**config.mk**
```make
export PLATFORM = sky130hd
export DESIGN_NAME = infix_to_postfix_converter
export DESIGN_NICKNAME = d
export VERILOG_FILES = /design/src/rtl/itp_pkg.sv /design/src/rtl/infix_to_postfix_converter.sv /design/src/rtl/itp_datapath.sv /design/src/rtl/itp_ctrl.sv
export SDC_FILE = /design/constraint.sdc
export NUM_CORES = 1
export LEC_CHECK = 0
export ABC_AREA = 1
export ABC_CLOCK_PERIOD_IN_PS = 11700
export BUFFER_PORTS_ARGS = -buffer_cell sky130_fd_sc_hd__buf_2
export CORE_UTILIZATION = 40
export CTS_CLUSTER_DIAMETER = 100
export DETAILED_ROUTE_END_ITERATION = 12
export GPL_ROUTABILITY_DRIVEN = 1
export PLACE_DENSITY_LB_ADDON = 0.12
export SLEW_MARGIN = 25
export SYNTH_ARGS = -nofsm -noshare
export SYNTH_HDL_FRONTEND = slang
export SYNTH_SLANG_ARGS = --single-unit
```
**constraint.sdc**
```tcl
create_clock -name clk -period 11.7 [get_ports clk]
set_input_delay 0.585 -clock clk [delete_from_list [all_inputs] [get_ports clk]]
set_output_delay 0.585 -clock clk [all_outputs]
set_load 0.005 [all_outputs]
```
**src/rtl/itp_pkg.sv**
```systemverilog
// shared types, constants and functions of the infix to postfix converter
package itp_pkg;

    localparam int STACK_DEPTH_DEF = 32;

    localparam logic [7:0] CH_PLUS  = 8'h2B;
    localparam logic [7:0] CH_MINUS = 8'h2D;
    localparam logic [7:0] CH_STAR  = 8'h2A;
    localparam logic [7:0] CH_SLASH = 8'h2F;
    localparam logic [7:0] CH_CARET = 8'h5E;
    localparam logic [7:0] CH_OPEN  = 8'h28;
    localparam logic [7:0] CH_CLOSE = 8'h29;

    typedef enum logic [1:0] {
        ERR_NONE      = 2'd0,
        ERR_OVERFLOW  = 2'd1,
        ERR_UNMATCHED = 2'd2
    } err_t;

    typedef enum logic [1:0] {
        CLS_OTHER,
        CLS_OPEN,
        CLS_CLOSE,
        CLS_OP
    } sym_class_t;

    typedef enum logic [1:0] {
        SEL_SYM,
        SEL_TOP,
        SEL_OVF,
        SEL_UNM
    } emit_sel_t;

    typedef enum logic [1:0] {
        S_IDLE,
        S_WORK,
        S_FLUSH,
        S_FIN
    } state_t;

    typedef struct packed {
        logic      latch;
        logic      push;
        logic      pop;
        logic      emit;
        emit_sel_t sel;
        logic      finish;
    } dp_cmd_t;

    typedef struct packed {
        sym_class_t cls;
        logic       last;
        logic       empty;
        logic       full;
        logic       top_open;
        logic       top_ge;
        logic       emit_ok;
        logic       out_free;
    } dp_status_t;

    function automatic sym_class_t classify(input logic [7:0] ch);
        sym_class_t c;
        c = CLS_OTHER;
        if (ch == CH_OPEN)
            c = CLS_OPEN;
        else if (ch == CH_CLOSE)
            c = CLS_CLOSE;
        else if (ch == CH_PLUS || ch == CH_MINUS || ch == CH_STAR ||
                 ch == CH_SLASH || ch == CH_CARET)
            c = CLS_OP;
        return c;
    endfunction

    function automatic logic [1:0] prec(input logic [7:0] ch);
        logic [1:0] p;
        p = 2'd0;
        if (ch == CH_CARET)
            p = 2'd2;
        else if (ch == CH_STAR || ch == CH_SLASH)
            p = 2'd1;
        return p;
    endfunction

endpackage

```
**src/rtl/infix_to_postfix_converter.sv**
```systemverilog
// Shunting-yard infix to postfix converter, one character per input beat.
// A plain character or a push is accepted in S_IDLE, then handled in S_WORK.
// Each operator popped adds an S_WORK step; a step handles one stack entry.
// On a last beat, S_FLUSH pops each stacked entry, then S_FIN sends the end beat.
// Results may wait in the output register; a full output stalls the work loop.
// Reset clears the state machine, stack count, hold valid and output valid; stack words are not cleared.
module infix_to_postfix_converter
    import itp_pkg::*;
#(
    parameter int STACK_DEPTH = STACK_DEPTH_DEF
) (
    input  logic       clk,
    input  logic       rst_n,
    input  logic       in_valid,
    output logic       in_ready,
    input  logic [7:0] symbol,
    input  logic       last,
    output logic       out_valid,
    input  logic       out_ready,
    output logic [7:0] out_symbol,
    output logic       symbol_valid,
    output logic       end_of_expression,
    output logic [1:0] error_code
);

    dp_cmd_t    cmd;
    dp_status_t status;

    itp_ctrl u_ctrl (
        .clk      (clk),
        .rst_n    (rst_n),
        .in_valid (in_valid),
        .in_ready (in_ready),
        .status   (status),
        .cmd      (cmd)
    );

    itp_datapath #(
        .STACK_DEPTH (STACK_DEPTH)
    ) u_datapath (
        .clk               (clk),
        .rst_n             (rst_n),
        .symbol            (symbol),
        .last              (last),
        .cmd               (cmd),
        .status            (status),
        .out_valid         (out_valid),
        .out_ready         (out_ready),
        .out_symbol        (out_symbol),
        .symbol_valid      (symbol_valid),
        .end_of_expression (end_of_expression),
        .error_code        (error_code)
    );

endmodule

```
**src/rtl/itp_datapath.sv**
```systemverilog
// operator stack, item latch, hold register and output register
module itp_datapath
    import itp_pkg::*;
#(
    parameter int STACK_DEPTH = STACK_DEPTH_DEF
) (
    input  logic        clk,
    input  logic        rst_n,
    input  logic [7:0]  symbol,
    input  logic        last,
    input  dp_cmd_t     cmd,
    output dp_status_t  status,
    output logic        out_valid,
    input  logic        out_ready,
    output logic [7:0]  out_symbol,
    output logic        symbol_valid,
    output logic        end_of_expression,
    output logic [1:0]  error_code
);

    localparam int AW = $clog2(STACK_DEPTH);
    localparam int CW = $clog2(STACK_DEPTH + 1);

    logic [7:0]    stack_mem [STACK_DEPTH];
    logic [7:0]    top_reg;

    logic [CW-1:0] count_reg, count_next;
    logic [7:0]    sym_reg;
    logic          last_reg;

    logic          pend_valid_reg, pend_valid_next;
    logic [7:0]    pend_sym_reg, pend_sym_next;
    logic          pend_sv_reg, pend_sv_next;
    logic [1:0]    pend_err_reg, pend_err_next;

    logic          out_valid_reg, out_valid_next;
    logic [7:0]    out_sym_reg, out_sym_next;
    logic          out_sv_reg, out_sv_next;
    logic          out_end_reg, out_end_next;
    logic [1:0]    out_err_reg, out_err_next;

    logic [7:0]    new_sym;
    logic          new_sv;
    logic [1:0]    new_err;
    logic [CW-1:0] rd_ptr;
    logic          out_free;

    assign out_free = !out_valid_reg || out_ready;

    // status toward the controller
    always_comb
    begin
        status.cls      = classify(sym_reg);
        status.last     = last_reg;
        status.empty    = (count_reg == '0);
        status.full     = (count_reg == CW'(STACK_DEPTH));
        status.top_open = (top_reg == CH_OPEN);
        status.top_ge   = (top_reg != CH_OPEN) && (prec(top_reg) >= prec(sym_reg));
        status.emit_ok  = last_reg ? (!pend_valid_reg || out_free) : out_free;
        status.out_free = out_free;
    end

    always_comb
    begin
        case (cmd.sel)
            SEL_SYM:
            begin
                new_sym = sym_reg;
                new_sv  = 1'b1;
                new_err = ERR_NONE;
            end
            SEL_TOP:
            begin
                new_sym = top_reg;
                new_sv  = 1'b1;
                new_err = ERR_NONE;
            end
            SEL_OVF:
            begin
                new_sym = 8'd0;
                new_sv  = 1'b0;
                new_err = ERR_OVERFLOW;
            end
            default:
            begin
                new_sym = 8'd0;
                new_sv  = 1'b0;
                new_err = ERR_UNMATCHED;
            end
        endcase
    end

    always_comb
    begin
        count_next = count_reg;
        if (cmd.push)
            count_next = count_reg + CW'(1);
        else if (cmd.pop)
            count_next = count_reg - CW'(1);
        rd_ptr = count_next - CW'(1);
    end

    // results of a last item wait in the hold register, so the
    // final one can be tagged end of expression
    always_comb
    begin
        pend_valid_next = pend_valid_reg;
        pend_sym_next   = pend_sym_reg;
        pend_sv_next    = pend_sv_reg;
        pend_err_next   = pend_err_reg;
        out_valid_next  = out_valid_reg && !out_ready;
        out_sym_next    = out_sym_reg;
        out_sv_next     = out_sv_reg;
        out_end_next    = out_end_reg;
        out_err_next    = out_err_reg;
        if (cmd.emit)
        begin
            if (!last_reg)
            begin
                out_valid_next = 1'b1;
                out_sym_next   = new_sym;
                out_sv_next    = new_sv;
                out_end_next   = 1'b0;
                out_err_next   = new_err;
            end
            else
            begin
                if (pend_valid_reg)
                begin
                    out_valid_next = 1'b1;
                    out_sym_next   = pend_sym_reg;
                    out_sv_next    = pend_sv_reg;
                    out_end_next   = 1'b0;
                    out_err_next   = pend_err_reg;
                end
                pend_valid_next = 1'b1;
                pend_sym_next   = new_sym;
                pend_sv_next    = new_sv;
                pend_err_next   = new_err;
            end
        end
        else if (cmd.finish)
        begin
            out_valid_next  = 1'b1;
            out_end_next    = 1'b1;
            pend_valid_next = 1'b0;
            if (pend_valid_reg)
            begin
                out_sym_next = pend_sym_reg;
                out_sv_next  = pend_sv_reg;
                out_err_next = pend_err_reg;
            end
            else
            begin
                out_sym_next = 8'd0;
                out_sv_next  = 1'b0;
                out_err_next = ERR_NONE;
            end
        end
    end

    always_ff @(posedge clk or negedge rst_n)
    begin
        if (!rst_n)
        begin
            count_reg      <= '0;
            pend_valid_reg <= 1'b0;
            out_valid_reg  <= 1'b0;
        end
        else
        begin
            count_reg      <= count_next;
            pend_valid_reg <= pend_valid_next;
            out_valid_reg  <= out_valid_next;
        end
    end

    always_ff @(posedge clk)
    begin
        if (cmd.latch)
        begin
            sym_reg  <= symbol;
            last_reg <= last;
        end
        pend_sym_reg <= pend_sym_next;
        pend_sv_reg  <= pend_sv_next;
        pend_err_reg <= pend_err_next;
        out_sym_reg  <= out_sym_next;
        out_sv_reg   <= out_sv_next;
        out_end_reg  <= out_end_next;
        out_err_reg  <= out_err_next;
    end

    // stack memory with a registered top-of-stack read, bypassed on push
    always_ff @(posedge clk)
    begin
        if (cmd.push)
        begin
            stack_mem[count_reg[AW-1:0]] <= sym_reg;
            top_reg                      <= sym_reg;
        end
        else if (cmd.pop && count_next != '0)
        begin
            top_reg <= stack_mem[rd_ptr[AW-1:0]];
        end
    end

    assign out_valid         = out_valid_reg;
    assign out_symbol        = out_sym_reg;
    assign symbol_valid      = out_sv_reg;
    assign end_of_expression = out_end_reg;
    assign error_code        = out_err_reg;

endmodule

```
**src/rtl/itp_ctrl.sv**
```systemverilog
// controller state machine of the infix to postfix converter
module itp_ctrl
    import itp_pkg::*;
(
    input  logic       clk,
    input  logic       rst_n,
    input  logic       in_valid,
    output logic       in_ready,
    input  dp_status_t status,
    output dp_cmd_t    cmd
);

    state_t state_reg, state_next;
    state_t done_state;

    always_ff @(posedge clk or negedge rst_n)
    begin
        if (!rst_n)
            state_reg <= S_IDLE;
        else
            state_reg <= state_next;
    end

    always_comb
    begin
        cmd        = '0;
        cmd.sel    = SEL_SYM;
        in_ready   = 1'b0;
        state_next = state_reg;
        done_state = status.last ? S_FLUSH : S_IDLE;
        case (state_reg)
            S_IDLE:
            begin
                in_ready = 1'b1;
                if (in_valid)
                begin
                    cmd.latch  = 1'b1;
                    state_next = S_WORK;
                end
            end
            S_WORK:
            begin
                case (status.cls)
                    CLS_OPEN:
                    begin
                        if (!status.full)
                        begin
                            cmd.push   = 1'b1;
                            state_next = done_state;
                        end
                        else if (status.emit_ok)
                        begin
                            cmd.emit   = 1'b1;
                            cmd.sel    = SEL_OVF;
                            state_next = done_state;
                        end
                    end
                    CLS_OP:
                    begin
                        // pop while stacked operator binds at least as tight
                        if (!status.empty && status.top_ge)
                        begin
                            if (status.emit_ok)
                            begin
                                cmd.emit = 1'b1;
                                cmd.sel  = SEL_TOP;
                                cmd.pop  = 1'b1;
                            end
                        end
                        else if (!status.full)
                        begin
                            cmd.push   = 1'b1;
                            state_next = done_state;
                        end
                        else if (status.emit_ok)
                        begin
                            cmd.emit   = 1'b1;
                            cmd.sel    = SEL_OVF;
                            state_next = done_state;
                        end
                    end
                    CLS_CLOSE:
                    begin
                        if (status.empty)
                        begin
                            if (status.emit_ok)
                            begin
                                cmd.emit   = 1'b1;
                                cmd.sel    = SEL_UNM;
                                state_next = done_state;
                            end
                        end
                        else if (status.top_open)
                        begin
                            cmd.pop    = 1'b1;
                            state_next = done_state;
                        end
                        else if (status.emit_ok)
                        begin
                            cmd.emit = 1'b1;
                            cmd.sel  = SEL_TOP;
                            cmd.pop  = 1'b1;
                        end
                    end
                    default:
                    begin
                        if (status.emit_ok)
                        begin
                            cmd.emit   = 1'b1;
                            cmd.sel    = SEL_SYM;
                            state_next = done_state;
                        end
                    end
                endcase
            end
            S_FLUSH:
            begin
                // brackets left on the stack are dropped silently
                if (status.empty)
                    state_next = S_FIN;
                else if (status.top_open)
                    cmd.pop = 1'b1;
                else if (status.emit_ok)
                begin
                    cmd.emit = 1'b1;
                    cmd.sel  = SEL_TOP;
                    cmd.pop  = 1'b1;
                end
            end
            S_FIN:
            begin
                if (status.out_free)
                begin
                    cmd.finish = 1'b1;
                    state_next = S_IDLE;
                end
            end
            default:
            begin
                state_next = S_IDLE;
            end
        endcase
    end

endmodule

```
==> results.json, run 1 <==
{
  "number_of_nets_produced_by_synthesis": 1430,
  "critPathLaunchType": "flip-flop",
  "ir_drop_mv": 0.225,
  "tritoncts": "built",
  "timing.critical_path.slowest_cell_delay_ps": 550,
  "area_overhead_of_the_layout_relative_to_synthesis_pct": 10.9,
  "cell_internal_pwr_w": 0.00249,
  "timing_hold_violations_final": 0,
  "synth_top_area_cell": "sky130_fd_sc_hd__edfxtp_1",
  "num-nets-final": 1454,
  "period_needed_ps": 5380,
  "tritoncts.num_buffers": 35,
  "initial_utilization_pct": 41.1,
  "total_leakage_power_nw": 6.60,
  "critical_path.most_common_cell": "sky130_fd_sc_hd__nand2_1",
  "drt-total-wl_mm": 35.1,
  "timing.critical_path.required_ps": 11980,
  "detailed_place.area_sq_mm": 0.0148,
  "1st_pass_router_iterations": 6,
  "grt_pass1_wl_mm": 54.4,
  "run_status": "finished, final reports clean",
  "maxCapViolations": 0,
  "p_seq_share_pct": 32.2,
  "critical_path.endpoint_type": "flip-flop",
  "grt_overflow_total": 0,
  "cts_max_path_buffers": 3,
  "detail_route.wl_per_cell_um": 18.4,
  "muxShareOfSynthArea_pct": 0,
  "clock_tree.htree_level_count": 2,
  "die_h_um": 191,
  "area_inside_the_core_boundary_sq_mm": 0.0349,
  "yosys.area.top_type_share_pct": 62.0,
  "clk_pin_slew_ps": 60,
  "number_of_diodes": 0,
  "ys_dominant_reg_cell": "sky130_fd_sc_hd__edfxtp_1",
  "synthesis.instances": 1405,
  "synth-adder-area-share_pct": 1.05,
  "switchingPower_w": 0.00184,
  "synth_area_per_cell_sq_um": 10.2,
  "timing_worst_setup_path_type": "reg -> reg",
  "final_sum_of_negative_setup_slack_ps": 0,
  "hold_class": "in -> reg",
  "timing.final.crit_share_pct": 46.0,
  "synth_edf_count": 296,
  "drc_errors": 0,
  "place_congestion": 0.870,
  "ys_seq_area_share_pct": 63.7,
  "async_flop_share_pct": 3.27,
  "setup_viol_count_final": 0,
  "most_common_cell_after_layout_fill_and_taps_aside": "sky130_fd_sc_hd__nand2_1",
  "finish.instance_area_sq_mm": 0.0159,
  "route.detailed.vias_per_inst": 5.06,
  "clock-sinks": 306,
  "synth_simple_gate_area_share_pct": 22.3,
  "grt_antenna_before_repair": 0,
  "switching_share_pct": 42.5,
  "drive_gt1_share_pct": 9.76,
  "mappedNetlistArea_sq_mm": 0.0143,
  "final_cell_mix": "357 x sky130_fd_sc_hd__nand2_1, 296 x sky130_fd_sc_hd__edfxtp_1, 232 x sky130_fd_sc_hd__nand3_1",
  "ant_nets": 0,
  "synth-compound-area-share_pct": 3.89,
  "rsz_0062_raised_after_global_routing": "false",
  "ys_warn_count": 0,
  "placement_rows": 68,
  "floorplan_die_area_sq_mm": 0.0366,
  "highest_attainable_clock_frequency_mhz": 186,
  "clockPowerShare_pct": 24.3,
  "relSlewSlack_pct": 38.6,
  "global_route.usage.total_pct": 19.8,
  "starting_drt_drc_count": 698,
  "dpl.hpwl_mm": 21.5,
  "dominant_combinational_cell_family_by_area_after_synthesis": "simple AND/OR/NAND/NOR gates",
  "actual_slew_at_the_worst_max_slew_pin_ps": 917,
  "vias": 9660,
  "p_comb_share_pct": 43.5,
  "maxSlewViolCount": 0,
  "worst_skew_pair.late_latency_ps": 530,
  "ranking_of_synthesized_cells_by_area": "sky130_fd_sc_hd__edfxtp_1 62%, sky130_fd_sc_hd__nand2_1 9.3%, sky130_fd_sc_hd__nand3_1 8.1%, sky130_fd_sc_hd__inv_1 6.0%, sky130_fd_sc_hd__dfrtp_1 1.7%",
  "power_density_mw_per_mm2": 272,
  "post_cts.repair.setup_buffers": 0,
  "post_synth_num_cell_types": 40,
  "fillerInstances": 3333,
  "synth-xor-area-share_pct": 0.305,
  "worst-endpoint-arrival_ps": 5660,
  "first_global_vias": 9309,
  "clock-skew-final_ps": 9.95,
  "io_buffers": 26,
  "synth_seq_cells": 306,
  "pin_count_of_the_biggest_net_entering_global_routing": 77,
  "die-width_um": 191,
  "design.portCount": 27,
  "worst_path_max_delay_cell": "sky130_fd_sc_hd__nand2_4",
  "crit_fanout": 70,
  "largest_reg_flops": 256,
  "cts-root-buf": "sky130_fd_sc_hd__clkbuf_16"
}
[cells in the mapped netlist, types with 3 or more instances]
master and n:
sky130_fd_sc_hd__a22o_1 11, sky130_fd_sc_hd__buf_2 18, sky130_fd_sc_hd__ha_1 12, sky130_fd_sc_hd__nand2_1 357, sky130_fd_sc_hd__edfxtp_1 296, sky130_fd_sc_hd__dfrtp_1 10, sky130_fd_sc_hd__buf_6 10, sky130_fd_sc_hd__nor3_1 6
sky130_fd_sc_hd__o211ai_1 19, sky130_fd_sc_hd__inv_2 6, sky130_fd_sc_hd__buf_4 12, sky130_fd_sc_hd__nor2_4 3, sky130_fd_sc_hd__inv_1 231, sky130_fd_sc_hd__o21ai_0 27, sky130_fd_sc_hd__xor2_1 4, sky130_fd_sc_hd__clkbuf_1 12
sky130_fd_sc_hd__o22ai_1 10, sky130_fd_sc_hd__nand3_1 232, sky130_fd_sc_hd__nor2_2 5, sky130_fd_sc_hd__nand3_2 6, sky130_fd_sc_hd__o21ai_1 3, sky130_fd_sc_hd__nand2_2 15, sky130_fd_sc_hd__nand2_4 7, sky130_fd_sc_hd__nor2_1 61
sky130_fd_sc_hd__nand4_1 11
[worst paths after layout]
check / slack, ps / endpoint / cells after the start / from
max in group asynchronous: 11030 / u_datapath.count_reg[0]$_DFF_PN0_ / 2 / rst_n
min in group asynchronous: 460 / u_datapath.count_reg[3]$_DFF_PN0_ / 2 / rst_n
worst max register to register: 6320 / u_datapath.top_reg[6]$_DFFE_PP_ / 27 / u_datapath.sym_reg[1]$_DFFE_PP_
worst min-delay path: 230 / u_datapath.sym_reg[7]$_DFFE_PP_ / 1 / symbol[7]
worst min register to register: 530 / u_datapath.out_symbol[1]$_DFFE_PP_ / 1 / u_datapath.pend_sym_reg[1]$_DFFE_PP_
worst max-delay path: 6320 / u_datapath.top_reg[6]$_DFFE_PP_ / 27 / u_datapath.sym_reg[1]$_DFFE_PP_
[area by class of cell]
cell class	instances	area, sq um	share of cell area (%)
inverters	237	890	5.59
well taps	455	569	3.58
multi-input cells	808	3960	24.9
clock buffers	46	938	5.90
clock inverters	17	158	0.991
repair buffers	41	245	1.54
flip-flops and latches	306	9140	57.5
[per-layer routing]
| metal | global-route usage (%) | part of all wire [%] | up-vias |
|---|---|---|---|
| met5 | 0 | 0 | - |
| li1 | - | - | 4740 |
| met3 | 2.64 | 4.6 | 67 |
| met4 | 6.84 | 2.9 | 0 |
| met2 | 32.7 | 47 | 274 |
| met1 | 26.8 | 46 | 4579 |
[what timing repair did]
item	4_1_cts	5_1_grt
resized for setup	0	0
hold buffers	1	0
hold endpoints to repair	10	0
[power by group through the flow]
| stage | clock network [W] | registers [W] | logic [W] |
|---|---|---|---|
| finish | 0.00105 | 0.00139 | 0.00188 |
| global route | 0.00111 | 0.00140 | 0.00209 |
| CTS | 0.00107 | 0.00139 | 0.00190 |
| detailed placement | 0 | 0.00142 | 0.00190 |
| global placement | 0 | 0.00142 | 0.00188 |
| floorplan | 0 | 0.00143 | 0.00133 |
[critical path: cells and delay by family, from the launching register on]
| kind | cells | cell delay (ps) |
|---|---|---|
| simple gates | 21 | 2440 |
| buf+inv | 4 | 1480 |
| fa+ha+maj | 2 | 760 |
| flops | 1 | 320 |
[per-stage QoR]
stage	instances	total power (W)	utilization, %	hold slack (ps)	setup WS [ps]
3_3_place_gp	1846	0.00330	42.4	460	6440
6_report	1910	0.00432	45.6	234	6320
4_1_cts	1910	0.00437	45.6	215	6310
3_5_place_dp	1846	0.00331	42.4	465	6350
5_1_grt	1910	0.00460	45.6	220	5850
2_1_floorplan	1405	0.00276	-	289	7610
[cells by family after synthesis]
family,count (synthesis)
compound gates,82
xor+xnor,5
fa+ha+maj,12
buf+inv,291
flops,306
simple gates,709
Note: power is estimated with default switching activity, not from simulation.
==> run 2, diff against run 1 <==
- ABC_CLOCK_PERIOD_IN_PS: 11700 -> 4850
- clock period: 11.7 -> 4.85 ns (I/O delays scaled with it)
==> results.json, run 2 (synthesis gave the netlist of run 1 again) <==
{
  "run_status": "finished, final reports clean",
  "dpl.hpwl_mm": 24.2,
  "critical_path.endpoint_type": "flip-flop",
  "vias": 9822,
  "placement_rows": 68,
  "clockPowerShare_pct": 23.8,
  "tritoncts.num_buffers": 35,
  "regToRegStartpoint": "u_datapath.sym_reg[5]$_DFFE_PP_",
  "period_needed_ps": 4230,
  "timing_hold_violations_final": 0,
  "pin_count_of_the_biggest_net_entering_global_routing": 145,
  "num-nets-final": 1473,
  "ir_drop_mv": 0.527,
  "1st_pass_router_iterations": 5,
  "p_seq_share_pct": 31.8,
  "total_power_w": 0.0106,
  "setup.worst_path.start": "u_datapath.sym_reg[5]$_DFFE_PP_",
  "endpoint_of_the_most_critical_register_to_register_path": "u_datapath.top_reg[4]$_DFFE_PP_",
  "crit_fanout": 48,
  "drc_errors": 0,
  "area_overhead_of_the_layout_relative_to_synthesis_pct": 12.4,
  "grt_overflow_total": 0,
  "number_of_diodes": 0,
  "timing.final.crit_share_pct": 87.2,
  "final_cell_mix": "357 x sky130_fd_sc_hd__nand2_1, 296 x sky130_fd_sc_hd__edfxtp_1, 232 x sky130_fd_sc_hd__nand3_1",
  "post_cts.repair.setup_buffers": 0,
  "grt_pass1_wl_mm": 57.9,
  "switchingPower_w": 0.00451,
  "total_leakage_power_nw": 6.70,
  "finish.instance_area_sq_mm": 0.0161,
  "first_global_vias": 9574,
  "worst_skew_pair.late_latency_ps": 520,
  "p_comb_share_pct": 44.4,
  "floorplan_die_area_sq_mm": 0.0366,
  "area_inside_the_core_boundary_sq_mm": 0.0349,
  "actual_slew_at_the_worst_max_slew_pin_ps": 908,
  "tritoncts": "built",
  "highest_attainable_clock_frequency_mhz": 236,
  "hold_class": "in -> async",
  "cell_internal_pwr_w": 0.00611,
  "cts-root-buf": "sky130_fd_sc_hd__clkbuf_16",
  "clock-sinks": 306,
  "starting_drt_drc_count": 812,
  "top_delay_family_on_crit_path": "simple AND/OR/NAND/NOR gates",
  "clock-skew-final_ps": 24.9,
  "rsz_0062_raised_after_global_routing": "false",
  "timing.critical_path.required_ps": 5250,
  "global_route.usage.total_pct": 21.2,
  "worst-path-buf-inv": 2,
  "critPathLaunchType": "flip-flop",
  "detail_route.wl_per_cell_um": 19.5,
  "critical_path.cell_chain": "nor2_1, nand4_1, ha_1, nand2_1, nand3b_1, nand3_4, nor2_2, nand2_2, nand2_1, nand2_2, nand2_4, nand2_8, nand2_1, nand2_1, a21oi_4, ha_2, inv_2, buf_12, nand3_1, nand3_1, nand3_1, nand3_1, nand3_1, nand2_1",
  "final_sum_of_negative_setup_slack_ps": 0,
  "ant_nets": 0,
  "drive_gt1_share_pct": 10.5,
  "relSlewSlack_pct": 39.2,
  "finalHoldWorstSlack_ps": 133,
  "most_common_cell_after_layout_fill_and_taps_aside": "sky130_fd_sc_hd__nand2_1",
  "reg2reg_setup_slack_ps": 620,
  "route.detailed.vias_per_inst": 5.10,
  "fillerInstances": 3303,
  "detailed_place.area_sq_mm": 0.0149,
  "maxSlewViolCount": 0,
  "power_density_mw_per_mm2": 659,
  "largest_reg_flops": 256,
  "maxCapViolations": 0,
  "worst_path_max_delay_cell": "sky130_fd_sc_hd__edfxtp_1",
  "cts_max_path_buffers": 3,
  "place_congestion": 0.928,
  "die_h_um": 191,
  "finish.utilization_pct": 46.2,
  "clock_tree.htree_level_count": 2,
  "setup_viol_count_final": 0,
  "drt-total-wl_mm": 37.5,
  "initial_utilization_pct": 41.1,
  "timing.critical_path.slowest_cell_delay_ps": 590,
  "reg2regPathDepth": 24,
  "grt_antenna_before_repair": 0,
  "timing_worst_setup_path_type": "reg -> reg",
  "switching_share_pct": 42.5,
  "design.portCount": 27,
  "worst-endpoint-arrival_ps": 4630,
  "die-width_um": 191,
  "io_buffers": 26,
  "clk_pin_slew_ps": 60
}
run 2: changes by cell type in the layout (fill, tap and decap cells not counted), sizes merged:
| cell | before | now |
|---|---|---|
| clkbuf | 46 | 38 |
| inv | 238 | 240 |
| dlygate4sd3 | 1 | 10 |
| clkinv | 13 | 15 |
| clkinvlp | 1 | 3 |
| buf | 40 | 50 |
run 2: area by class of cell:
cell class	count	area [sq um]	share of cell area (%)
timing repair buffer	60	460	2.86
inverter	237	890	5.52
clock buffer	38	908	5.64
multi-input combinational	808	3960	24.6
clock inverter	23	188	1.16
tap	455	569	3.53
sequential	306	9140	56.7
run 2: how the worst max path moves through the flow:
stage	slack (ps)	to	cells past startpoint
after floorplan	760	u_datapath.top_reg[1]$_DFFE_PP_	30
after global placement	600	u_datapath.top_reg[0]$_DFFE_PP_	29
after detailed placement	670	u_datapath.top_reg[0]$_DFFE_PP_	29
after CTS	640	u_datapath.top_reg[0]$_DFFE_PP_	29
after global routing	280	u_datapath.top_reg[0]$_DFFE_PP_	29
final	620	u_datapath.top_reg[4]$_DFFE_PP_	24
run 2: through the flow:
| stage | instances | setup WS (ps) |
|---|---|---|
| finish | 1927 | 620 |
| global route | 1927 | 281 |
| CTS | 1927 | 641 |
| detailed placement | 1856 | 673 |
| global placement | 1856 | 601 |
| floorplan | 1405 | 759 |
run 2: worst reg2reg max path: cells and delay by family, from the launching register on:
family,cells,cell delay [ps]
adder cells (fa/ha/maj),2,690
AO/OA/AOI/OAI,1,250
AND/OR/NAND/NOR,19,2010
buffers and inverters,2,560
flip-flops,1,590
run 2: power by group through the flow:
stage,clock (W),sequential (W),combinational [W]
2_1_floorplan,0,0.00345,0.00321
3_3_place_gp,0,0.00343,0.00473
3_5_place_dp,0,0.00343,0.00472
4_1_cts,0.00258,0.00338,0.00474
5_1_grt,0.00267,0.00339,0.00519
6_report,0.00253,0.00338,0.00471
run 2: timing repair:
item                                    in CTS  in global routing
endpoints found under the setup margin       0                  0
endpoints found under the hold margin       19                  0
hold buffers                                10                  0
resized for setup                            0                  0
run 2: routing by layer:
layer	part of all wire (%)	wire length, um	up-vias	global-route usage [%]
li1	-	-	4765	-
met1	45	17000	4747	28.7
met2	48	17900	260	35.2
met3	5.0	1860	50	3.21
met4	2.2	835	0	5.80
met5	0	0	-	0
